`config.mk`:
```
export PLATFORM = sky130hd
export DESIGN_NAME = pmid_min
export DESIGN_NICKNAME = d
export VERILOG_FILES = /design/src/rtl/pmid_pkg.sv /design/src/rtl/pmid_min.sv
export SDC_FILE = /design/constraint.sdc
export NUM_CORES = 2
export LEC_CHECK = 0
export BUFFER_PORTS_ARGS = -buffer_cell sky130_fd_sc_hd__clkbuf_2
export CAP_MARGIN = 20
export CORE_AREA = 2 2 507 509
export CTS_CLUSTER_SIZE = 28
export DETAILED_ROUTE_END_ITERATION = 16
export DIE_AREA = 0 0 509 511
export PLACE_DENSITY_LB_ADDON = 0.2
export SLEW_MARGIN = 5
export SYNTH_ARGS = -nofsm -noshare
export SYNTH_HDL_FRONTEND = slang
export SYNTH_SLANG_ARGS = --single-unit
```
`constraint.sdc`:
```
create_clock -name clk -period 8.6 [get_ports clk]
set_input_delay 1.72 -clock clk [delete_from_list [all_inputs] [get_ports clk]]
set_output_delay 1.72 -clock clk [all_outputs]
set_load 0.02 [all_outputs]
```
`src/rtl/pmid_pkg.sv`:
```
// Shared types and constants for the periodic minimum-image distance block.
// Depends on nothing; used by every module under rtl.
package pmid_pkg;

  // Coordinate and lattice formats
  localparam int COORD_BITS = 21;
  localparam int LAT_BITS   = 63;
  localparam int DIMS_BITS  = 2;

  // Difference, image offset and distance widths
  localparam int DIFF_BITS  = COORD_BITS + 1;
  localparam int IMG_BITS   = COORD_BITS + 3;
  localparam int OUT_BITS   = 22;
  localparam int SQ_BITS    = 2 * OUT_BITS;
  localparam int KEY_BITS   = SQ_BITS + 2;
  localparam int REM_BITS   = SQ_BITS + 1;

  // Image count and square root steps
  localparam int IMAGES     = 27;
  localparam int ROOT_STEPS = OUT_BITS;

  // Register map (byte address / 8)
  localparam logic [1:0] REG_DIMS = 2'd0;
  localparam logic [1:0] REG_A1   = 2'd1;
  localparam logic [1:0] REG_A2   = 2'd2;
  localparam logic [1:0] REG_A3   = 2'd3;

  typedef logic signed [COORD_BITS-1:0] coord_t;
  typedef logic signed [DIFF_BITS-1:0]  diff_t;
  typedef logic        [OUT_BITS-1:0]   dist_t;
  typedef logic        [KEY_BITS-1:0]   key_t;
  typedef logic        [LAT_BITS-1:0]   lat_t;

  // Request traveling down the pipeline with its key
  typedef struct packed {
    logic valid;
    key_t key;
  } keyreq_t;

endpackage

```
`src/rtl/pmid_min.sv`:
```
// Registered minimum tree over the 27 image keys, three levels of three.
// Depends on pmid_pkg.
module pmid_min (
  input  logic              clk,
  input  logic              rst,
  input  logic              in_valid,
  input  pmid_pkg::key_t    keys [pmid_pkg::IMAGES],
  output pmid_pkg::keyreq_t best
);

  pmid_pkg::key_t l1 [9];
  pmid_pkg::key_t l2 [3];
  logic           v1, v2;

  function automatic pmid_pkg::key_t min3(input pmid_pkg::key_t a,
                                          input pmid_pkg::key_t b,
                                          input pmid_pkg::key_t c);
    pmid_pkg::key_t m;
    m = (b < a) ? b : a;
    m = (c < m) ? c : m;
    return m;
  endfunction

  // Advance valid bits
  always_ff @(posedge clk) begin
    if (rst) begin
      v1         <= 1'b0;
      v2         <= 1'b0;
      best.valid <= 1'b0;
    end else begin
      v1         <= in_valid;
      v2         <= v1;
      best.valid <= v2;
    end
  end

  // Reduce 27 to 9 to 3 to 1
  always_ff @(posedge clk) begin
    for (int i = 0; i < 9; i++) l1[i] <= min3(keys[3*i], keys[3*i+1], keys[3*i+2]);
    for (int i = 0; i < 3; i++) l2[i] <= min3(l1[3*i], l1[3*i+1], l1[3*i+2]);
    best.key <= min3(l2[0], l2[1], l2[2]);
  end

endmodule

```
==> impl_metrics.ini <==
[finish]
final_cells = 11100
nNetsFinal = 10000
area_growth_pct = 24.8
final_core_util = 0.271
layout-drive-gt1-share = 0.204

[power]
p_per_area_nw_per_um2 = 268
switching_share = 0.458
combPwrFrac = 0.548
cellLeakagePower_uw = 0.0383
irDropWorstVdd_mv = 0.261
power_frac_clock = 0.208
p_int_uw = 10100
finalPower_uw = 18600
p_seq_frac = 0.244
p_sw_uw = 8510

[synthesis]
netlist_top_cells_area = ha_1 (26%), dfxtp_1 (22%), mux2i_1 (20%)
synth_area_um2 = 55500
ys_top_cells_by_count = ha_1 (1170), inv_1 (1159), mux2i_1 (1084)
synthCells = 6313
synth_ff_type = dfxtp_1
yosysWarnings = 0
synth-edff-count = 0
syn_avg_cell_area_um2 = 8.79
ys_seq_elements = 601
synth_fp_nets = 8728
yosysMostFrequentCell = ha_1
yosysTopAreaCell = ha_1
synth-async-reset-ratio = 0
yosysSeqAreaShare = 0.217
synth_top_cell_area_share = 0.264
synth.distinct_cells = 74

[setup_path]
r2r_slack_ps = 1090
cp_common_cell = nand4_1
worstSetupPathType = flop to flop
r2r_end = l2[0][42]$_DFF_P_
cp_max_fo = 47
crit-reg2reg-launch = l1[0][40]$_DFF_P_
crit_chain = inv_1, ha_1, nand4_1, nor4bb_1, nand2_1, o21ai_0, a21oi_1, o41ai_2, buf_4, mux2i_1, ha_1, nand4_1, nor2_1, nand4_1, or3_1, nor4_1, a21oi_1, nand4_1, a41o_2, buf_4, mux2i_1
crit_slowest_cell = mux2i_1
critPathMaxStageDelay_ps = 740
cp-start-kind = flop
setup.worst_path.start = l1[0][40]$_DFF_P_
endpoint_kind = flop
timing.reg2reg.worst_path_depth = 21
crit_arrival_ps = 8020
crit_end = l2[0][42]$_DFF_P_
worstPathRequired_ps = 9110

[placed_design]
hpwl_um = 245000
gp_congestion = 0.927
place_ws_ps = 260
dp_cells = 10900
port_buffers = 1291

[cts]
hold_buffers = 0
clk_latency_ps = 730
cts-buffers-inserted = 85
htree_levels = 3
cts.path.max_buffers = 3
clock-sinks = 601
clockRootBuffer = clkbuf_16
post_cts_resize_count = 0
clk_pin_slew_ps = 60
cts_tree = yes
cts_setup_buffers = 0

[timing]
finalHoldViolations = 0
layout_setup_ws_ps = 1090
post-route-period-util = 0.873
tns_ps = 0
drv_slew = 0
fmax_ghz = 0.133
min_period_ps = 7510
worst_pin_slew_ps = 1180
setup_viol = 0
slew_headroom = 0.193
fin_skew_ps = 53.5
rsz0062_at_grt = no

[global_route]
grt_pass1_wl_um = 377000
met2_usage = 0.344
grt_usage = 0.203
grt_pass1_vias = 51800
grt_use_met3 = 0.0420
grt_max_degree = 85
antenna_found_initial = 124
grt.busiest_layer = met2
overflow = 0
met1_usage = 0.260

[floorplan]
die-area_um2 = 260000
initial_core_util = 0.217
num_rows = 186
fp.dieH_um = 511
fp.dieW_um = 509
core-area_um2 = 255000
io_pins = 1292

[routing]
drtPass1Iterations = 7
drtIter0Drc = 2407
drc = 0
viasPerCell = 4.57
num_vias = 50700
ant_nets = 0
routed_wl_um = 273000
wl_per_cell_um = 24.6

[min_path]
min_path_type = flop to flop

[flow_run]
drv_cap = 0

[status]
status = complete, no violations
[worst min path at each step]
stage                        startpoint  slack, ps                  end  cells past startpoint
after detailed placement  v1$_SDFF_PP0_        440        v2$_SDFF_PP0_                      1
after global placement    v2$_SDFF_PP0_        430  best[46]$_SDFF_PP0_                      1
final                     v1$_SDFF_PP0_        440        v2$_SDFF_PP0_                      1
after CTS                 v2$_SDFF_PP0_        450  best[46]$_SDFF_PP0_                      1
after global routing      v1$_SDFF_PP0_        460        v2$_SDFF_PP0_                      1
after floorplan           v2$_SDFF_PP0_        410  best[46]$_SDFF_PP0_                      1
[registers in the layout, indices dropped and copies added, names as in the netlist]
name  cells
best     47
l1      414
l2      138
v1        1
v2        1
[kinds of logic after synthesis]
group                      synth area share
muxes                                 0.199
and+or+nand+nor                      0.0912
buffers and inverters                0.0937
AOI/OAI and AO/OA                     0.135
DFF                                   0.217
adders and majority gates             0.264
[stage by stage]
| stage | hold slack (ps) | cell area [µm²] |
|---|---|---|
| after detailed placement | 435 | 66000 |
| after global placement | 432 | 66000 |
| after CTS | 449 | 69100 |
| final | 444 | 69200 |
| after floorplan | 414 | 55500 |
| after global routing | 460 | 69200 |
[power groups by stage]
stage | combinational, µW | sequential [µW] | clock (µW)
6_report | 10200 | 4530 | 3870
5_1_grt | 11300 | 4620 | 4110
4_1_cts | 10400 | 4560 | 4020
3_5_place_dp | 10300 | 4610 | 0
3_3_place_gp | 10200 | 4610 | 0
2_1_floorplan | 6560 | 4220 | 0
[critical path, delay by kind of cell, from the launching register on]
kind / cells / cell delay (ps)
and+or+nand+nor: 9 / 2570
AOI/OAI and AO/OA: 5 / 1280
buffers and inverters: 3 / 1220
muxes: 2 / 1030
adders and majority gates: 2 / 680
DFF: 1 / 500
[final cells by class]
class,instances,area [µm²]
clock inverter,48,669
inverter,1159,4350
clock buffer,110,2390
antenna,44,110
sequential,601,12000
fill,27600,186000
multi-input combinational,4384,38400
tap,3384,4230
timing repair buffer,1361,7050
[layer usage]
layer	routed length [µm]	part of all wire
met1	123000	0.45
met2	128000	0.47
met3	14500	0.053
met4	6920	0.025
met5	433	0.0016
[placed cells by master (no fill, tap or decap), types with 19 or more instances in the layout]
master,instances
a2111oi_0,25
a211oi_1,60
a21o_1,226
a21oi_1,364
a221oi_1,23
a311oi_1,47
and4_1,35
buf_4,65
clkbuf_16,87
clkbuf_2,1291
clkinv_2,19
dfxtp_1,601
diode_2,44
ha_1,1170
inv_1,1159
mux2i_1,1084
nand2_1,181
nand2b_1,23
nand3_1,149
nand4_1,180
nor2_1,178
nor2b_1,39
nor3_1,40
nor3b_1,53
nor4_1,21
o211ai_1,79
o21a_1,19
o21ai_0,176
No activity file was read; power rests on OpenSTA's default activity.
