==> src/rtl/pmid_pkg.sv <==
// Shared types and constants for the periodic minimum-image distance block.
// Depends on nothing; used by every module under rtl.
package pmid_pkg;

  // Coordinate and lattice formats
  localparam int COORD_BITS = 21;
  localparam int LAT_BITS   = 63;
  localparam int DIMS_BITS  = 2;

  // Difference, image offset and distance widths
  localparam int DIFF_BITS  = COORD_BITS + 1;
  localparam int IMG_BITS   = COORD_BITS + 3;
  localparam int OUT_BITS   = 22;
  localparam int SQ_BITS    = 2 * OUT_BITS;
  localparam int KEY_BITS   = SQ_BITS + 2;
  localparam int REM_BITS   = SQ_BITS + 1;

  // Image count and square root steps
  localparam int IMAGES     = 27;
  localparam int ROOT_STEPS = OUT_BITS;

  // Register map (byte address / 8)
  localparam logic [1:0] REG_DIMS = 2'd0;
  localparam logic [1:0] REG_A1   = 2'd1;
  localparam logic [1:0] REG_A2   = 2'd2;
  localparam logic [1:0] REG_A3   = 2'd3;

  typedef logic signed [COORD_BITS-1:0] coord_t;
  typedef logic signed [DIFF_BITS-1:0]  diff_t;
  typedef logic        [OUT_BITS-1:0]   dist_t;
  typedef logic        [KEY_BITS-1:0]   key_t;
  typedef logic        [LAT_BITS-1:0]   lat_t;

  // Request traveling down the pipeline with its key
  typedef struct packed {
    logic valid;
    key_t key;
  } keyreq_t;

endpackage

==> src/rtl/pmid_sqrt.sv <==
// Pipelined integer square root, one result bit per stage, with saturation.
// Depends on pmid_pkg.
module pmid_sqrt (
  input  logic              clk,
  input  logic              rst,
  input  pmid_pkg::keyreq_t req,
  output logic              done,
  output pmid_pkg::dist_t   distance
);

  localparam int RB = pmid_pkg::REM_BITS;
  localparam int S  = pmid_pkg::ROOT_STEPS;
  localparam int SB = pmid_pkg::SQ_BITS;

  logic [RB-1:0] rem [S+1];
  logic [RB-1:0] res [S+1];
  logic          sat [S+1];
  logic          vld [S+1];

  // Split the key into the value and the saturation flag
  always_comb begin
    rem[0] = RB'(req.key[SB-1:0]);
    res[0] = '0;
    sat[0] = |req.key[pmid_pkg::KEY_BITS-1:SB];
    vld[0] = req.valid;
  end

  for (genvar k = 0; k < S; k++) begin : g_step
    localparam logic [RB-1:0] BIT = RB'(1) << (2 * (S - 1 - k));
    logic [RB-1:0] trial;

    assign trial = res[k] + BIT;

    // Try one root bit
    always_ff @(posedge clk) begin
      if (rem[k] >= trial) begin
        rem[k+1] <= rem[k] - trial;
        res[k+1] <= (res[k] >> 1) + BIT;
      end else begin
        rem[k+1] <= rem[k];
        res[k+1] <= res[k] >> 1;
      end
      sat[k+1] <= sat[k];
    end

    always_ff @(posedge clk) begin
      if (rst) begin
        vld[k+1] <= 1'b0;
      end else begin
        vld[k+1] <= vld[k];
      end
    end
  end

  // Hold the result for its strobe cycle
  always_ff @(posedge clk) begin
    if (rst) begin
      done <= 1'b0;
    end else begin
      done <= vld[S];
    end
  end

  always_ff @(posedge clk) begin
    distance <= sat[S] ? '1 : res[S][pmid_pkg::OUT_BITS-1:0];
  end

endmodule

==> config.mk <==
export PLATFORM = sky130hd
export DESIGN_NAME = pmid_sqrt
export DESIGN_NICKNAME = d
export VERILOG_FILES = /design/src/rtl/pmid_pkg.sv /design/src/rtl/pmid_sqrt.sv
export SDC_FILE = /design/constraint.sdc
export NUM_CORES = 2
export LEC_CHECK = 0
export BUFFER_PORTS_ARGS = -buffer_cell sky130_fd_sc_hd__buf_4
export CAP_MARGIN = 10
export CORE_UTILIZATION = 50
export DETAILED_ROUTE_END_ITERATION = 8
export HOLD_SLACK_MARGIN = 0.15
export PLACE_DENSITY = 0.66
export SYNTH_ARGS = -nofsm -noshare
export SYNTH_HDL_FRONTEND = slang
export SYNTH_SLANG_ARGS = --single-unit
==> constraint.sdc <==
create_clock -name clk -period 5.2 [get_ports clk]
set_input_delay 0.78 -clock clk [delete_from_list [all_inputs] [get_ports clk]]
set_output_delay 0.78 -clock clk [all_outputs]
set_load 0.005 [all_outputs]
==> impl_metrics.ini <==
[critical_path]
r2r_setup_slack_ns = 1.51
path_class = flop to flop
startpoint_type = flop
r2r-end = rem[223]
cp-end-kind = flop
ff2ff_path_depth = 10
cp.arrival_ns = 4.26
cp-startpoint = res[236]
crit_fanout = 6
r2r-start = res[236]
crit_required_ns = 5.77

[logic_synthesis]
ys_top_cells_by_area = dfxtp_1 54%, ha_1 7.3%, xor2_1 3.8%, xnor2_1 3.8%, inv_1 2.7%
syn-mean-instance-area_um2 = 10.2
ys_seq_area_share_pct = 54.4
synth_top_cell_by_area = dfxtp_1
ys_ff_latch = 1265
synth.distinct_cells = 93
yosys.area.top_type_share_pct = 54.4
synthFlopType = dfxtp_1
synth_nets = 4866
ys_warn_count = 0
synthCells = 4546
synthArstFlopShare_pct = 0
synth.cell_area_um2 = 46500
synth-edff-count = 0

[finish]
antenna-diode-count = 0
fillerInstances = 7919
post-route-util_pct = 57.7
nNetsFinal = 5031
drive_above_1_share_pct = 8.15
area_growth_syn_to_layout_pct = 14.0
final_common_cell = dfxtp_1
instances_no_fill = 6051
final_cell_mix = 1265 x dfxtp_1, 331 x inv_1, 301 x nand2_1

[sta]
finClkSkew_ns = 0.0744
hold_violations = 0
min_period_over_period_pct = 71.0
rsz0062_at_grt = no
setup_violations = 0
tightestPinTransition_ns = 1.11
worst_slew_margin_rel_pct = 25.5
max_freq_mhz = 271
finalSetupTns_ns = 0
period_minus_slack_ns = 3.69
drv_slew = 0

[die]
die_area_um2 = 94300
core_area_um2 = 91900
ios = 72
placementRows = 111
die-height_um = 307
die_x_um = 307
start_util_pct = 50.6

[global_routing]
antenna_found_initial = 0
overflow = 0
grt_pass1_vias = 31531
grt_max_degree = 48
grt_pass1_wl_mm = 161
grt_usage_pct = 21.2

[power]
p_switching_mw = 8.72
power.density_nw_per_um2 = 539
power.internal_mw = 19.8
p_seq_share_pct = 47.0
netSwitchingFraction_pct = 30.5
total_power_mw = 28.6
p_leak_nw = 23.9
clockPowerShare_pct = 31.3
combPwrFrac_pct = 21.6
ir_drop_mv = 0.371

[clock_network]
cts.sinks = 1265
cts_setup_buffers = 0
cts_tree = built
clk_pin_slew_worst_paths_ns = 0.06
htreeDepth = 3
cts_buffer_depth = 3
insertion_delay_ns = 0.74
cts_buffers = 121
root_buffer = clkbuf_16

[drt]
routed-wl-met2_mm = 51.8
drt_iter0_markers = 1657
drt_wl_total_mm = 100
viasPerCell = 5.22
vias = 31604
final_antenna_net_count = 0
wl_met1_mm = 40.7
highest_layer = met4
route.detailed.drc = 0
wl_per_cell_um = 16.5
drt_first_pass_iters = 5
dr_wl_met3_mm = 3.19

[hold_path]
hp-start = req[42]
min_to = rem[987]
whs_path_depth = 2
hp-class = primary input to flop

[flow_run]
maxCapViolCount = 0

[placement]
gp_congestion = 0.903
hpwl_mm = 76.3
port_buffers = 71
place_inst = 5787

[run_status]
outcome = complete, no violations
==> worst max path at each step <==
| stage | cells after the start | to |
|---|---|---|
| 6_report | 10 | rem[223] |
| 3_3_place_gp | 10 | rem[223] |
| 5_1_grt | 9 | rem[337] |
| 4_1_cts | 10 | rem[223] |
| 2_1_floorplan | 10 | rem[223] |
| 3_5_place_dp | 10 | rem[223] |
==> layout make-up <==
| class | count | area (µm²) | area share (%) |
|---|---|---|---|
| clock buffer | 167 | 3450 | 6.51 |
| sequential | 1265 | 25300 | 47.8 |
| clock inverter | 53 | 763 | 1.44 |
| timing repair buffer | 130 | 1090 | 2.05 |
| multi-input combinational | 2861 | 19600 | 37.0 |
| tap | 1243 | 1560 | 2.93 |
| inverter | 332 | 1250 | 2.35 |
==> state kept, by name, summed over array words and instances (netlist names) <==
name      flops
rem         945
res         253
distance     22
sat          22
vld          22
done          1
==> power by group through the flow <==
stage	Clock (mW)	Combinational, mW	Sequential [mW]
final	8.95	6.18	13.4
after global placement	0	6.08	13.6
after floorplan	0	4.92	13.0
after global routing	9.59	6.94	13.7
after detailed placement	0	6.13	13.6
after CTS	9.16	6.20	13.4
==> cells in the mapped netlist, drive strengths merged (9+ instances only) <==
master / count
dfxtp: 1265
inv: 332
nand2: 302
ha: 271
o21ai: 243
nor2: 234
a21oi: 203
xor2: 203
xnor2: 201
nor4: 151
nor3: 134
a21o: 87
nand3: 66
nor2b: 66
clkbuf: 65
nand2b: 63
o21a: 62
nand4: 61
or3: 53
or4: 48
or2: 41
o31ai: 33
a211oi: 29
mux2: 28
nor4b: 25
and3: 23
buf: 23
a31oi: 18
nand3b: 18
o21bai: 18
and2: 15
nand4b: 13
a2111oi: 9
nor3b: 9
o211ai: 9
o41ai: 9
==> per-stage QoR <==
step | worst slack, ns | hold slack [ns] | cell area (µm²)
after floorplan | 2.30 | 0.310 | 46500
after global placement | 1.61 | 0.310 | 48400
after detailed placement | 1.55 | 0.312 | 48400
after CTS | 1.48 | 0.163 | 53000
after global routing | 1.29 | 0.181 | 53000
final | 1.51 | 0.214 | 53000
==> worst max-delay path, cell delays in order, from the launching register on <==
cell and delay (ns):
dfxtp_1 0.32, inv_1 0.05, ha_1 0.35, a21oi_1 0.15
nand2_1 0.08, o41ai_1 0.66, o21ai_0 0.53, a41o_1 0.44
a31o_2 0.31, or4b_1 0.50, xnor2_1 0.14
==> cells by family after synthesis <==
| kind of cell | share of synthesized area (%) |
|---|---|
| mux | 0.850 |
| xor+xnor | 7.61 |
| simple gates | 15.5 |
| fa+ha+maj | 7.29 |
| compound gates | 10.8 |
| buf+inv | 3.53 |
| other cells | 0.00806 |
| flops | 54.4 |
==> metal layers <==
metal / up-vias / track usage [%]
met1: 14742 / 23.0
met2: 523 / 40.1
li1: 16100 / -
met4: 0 / 9.57
met5: - / 0
met3: 239 / 3.27
==> timing repair <==
item,4_1_cts,5_1_grt
hold buffers,42,0
endpoints found under the hold margin,42,0
resized for setup,0,0
setup endpoints to repair,0,0
Note: power is estimated with default switching activity, not from simulation.
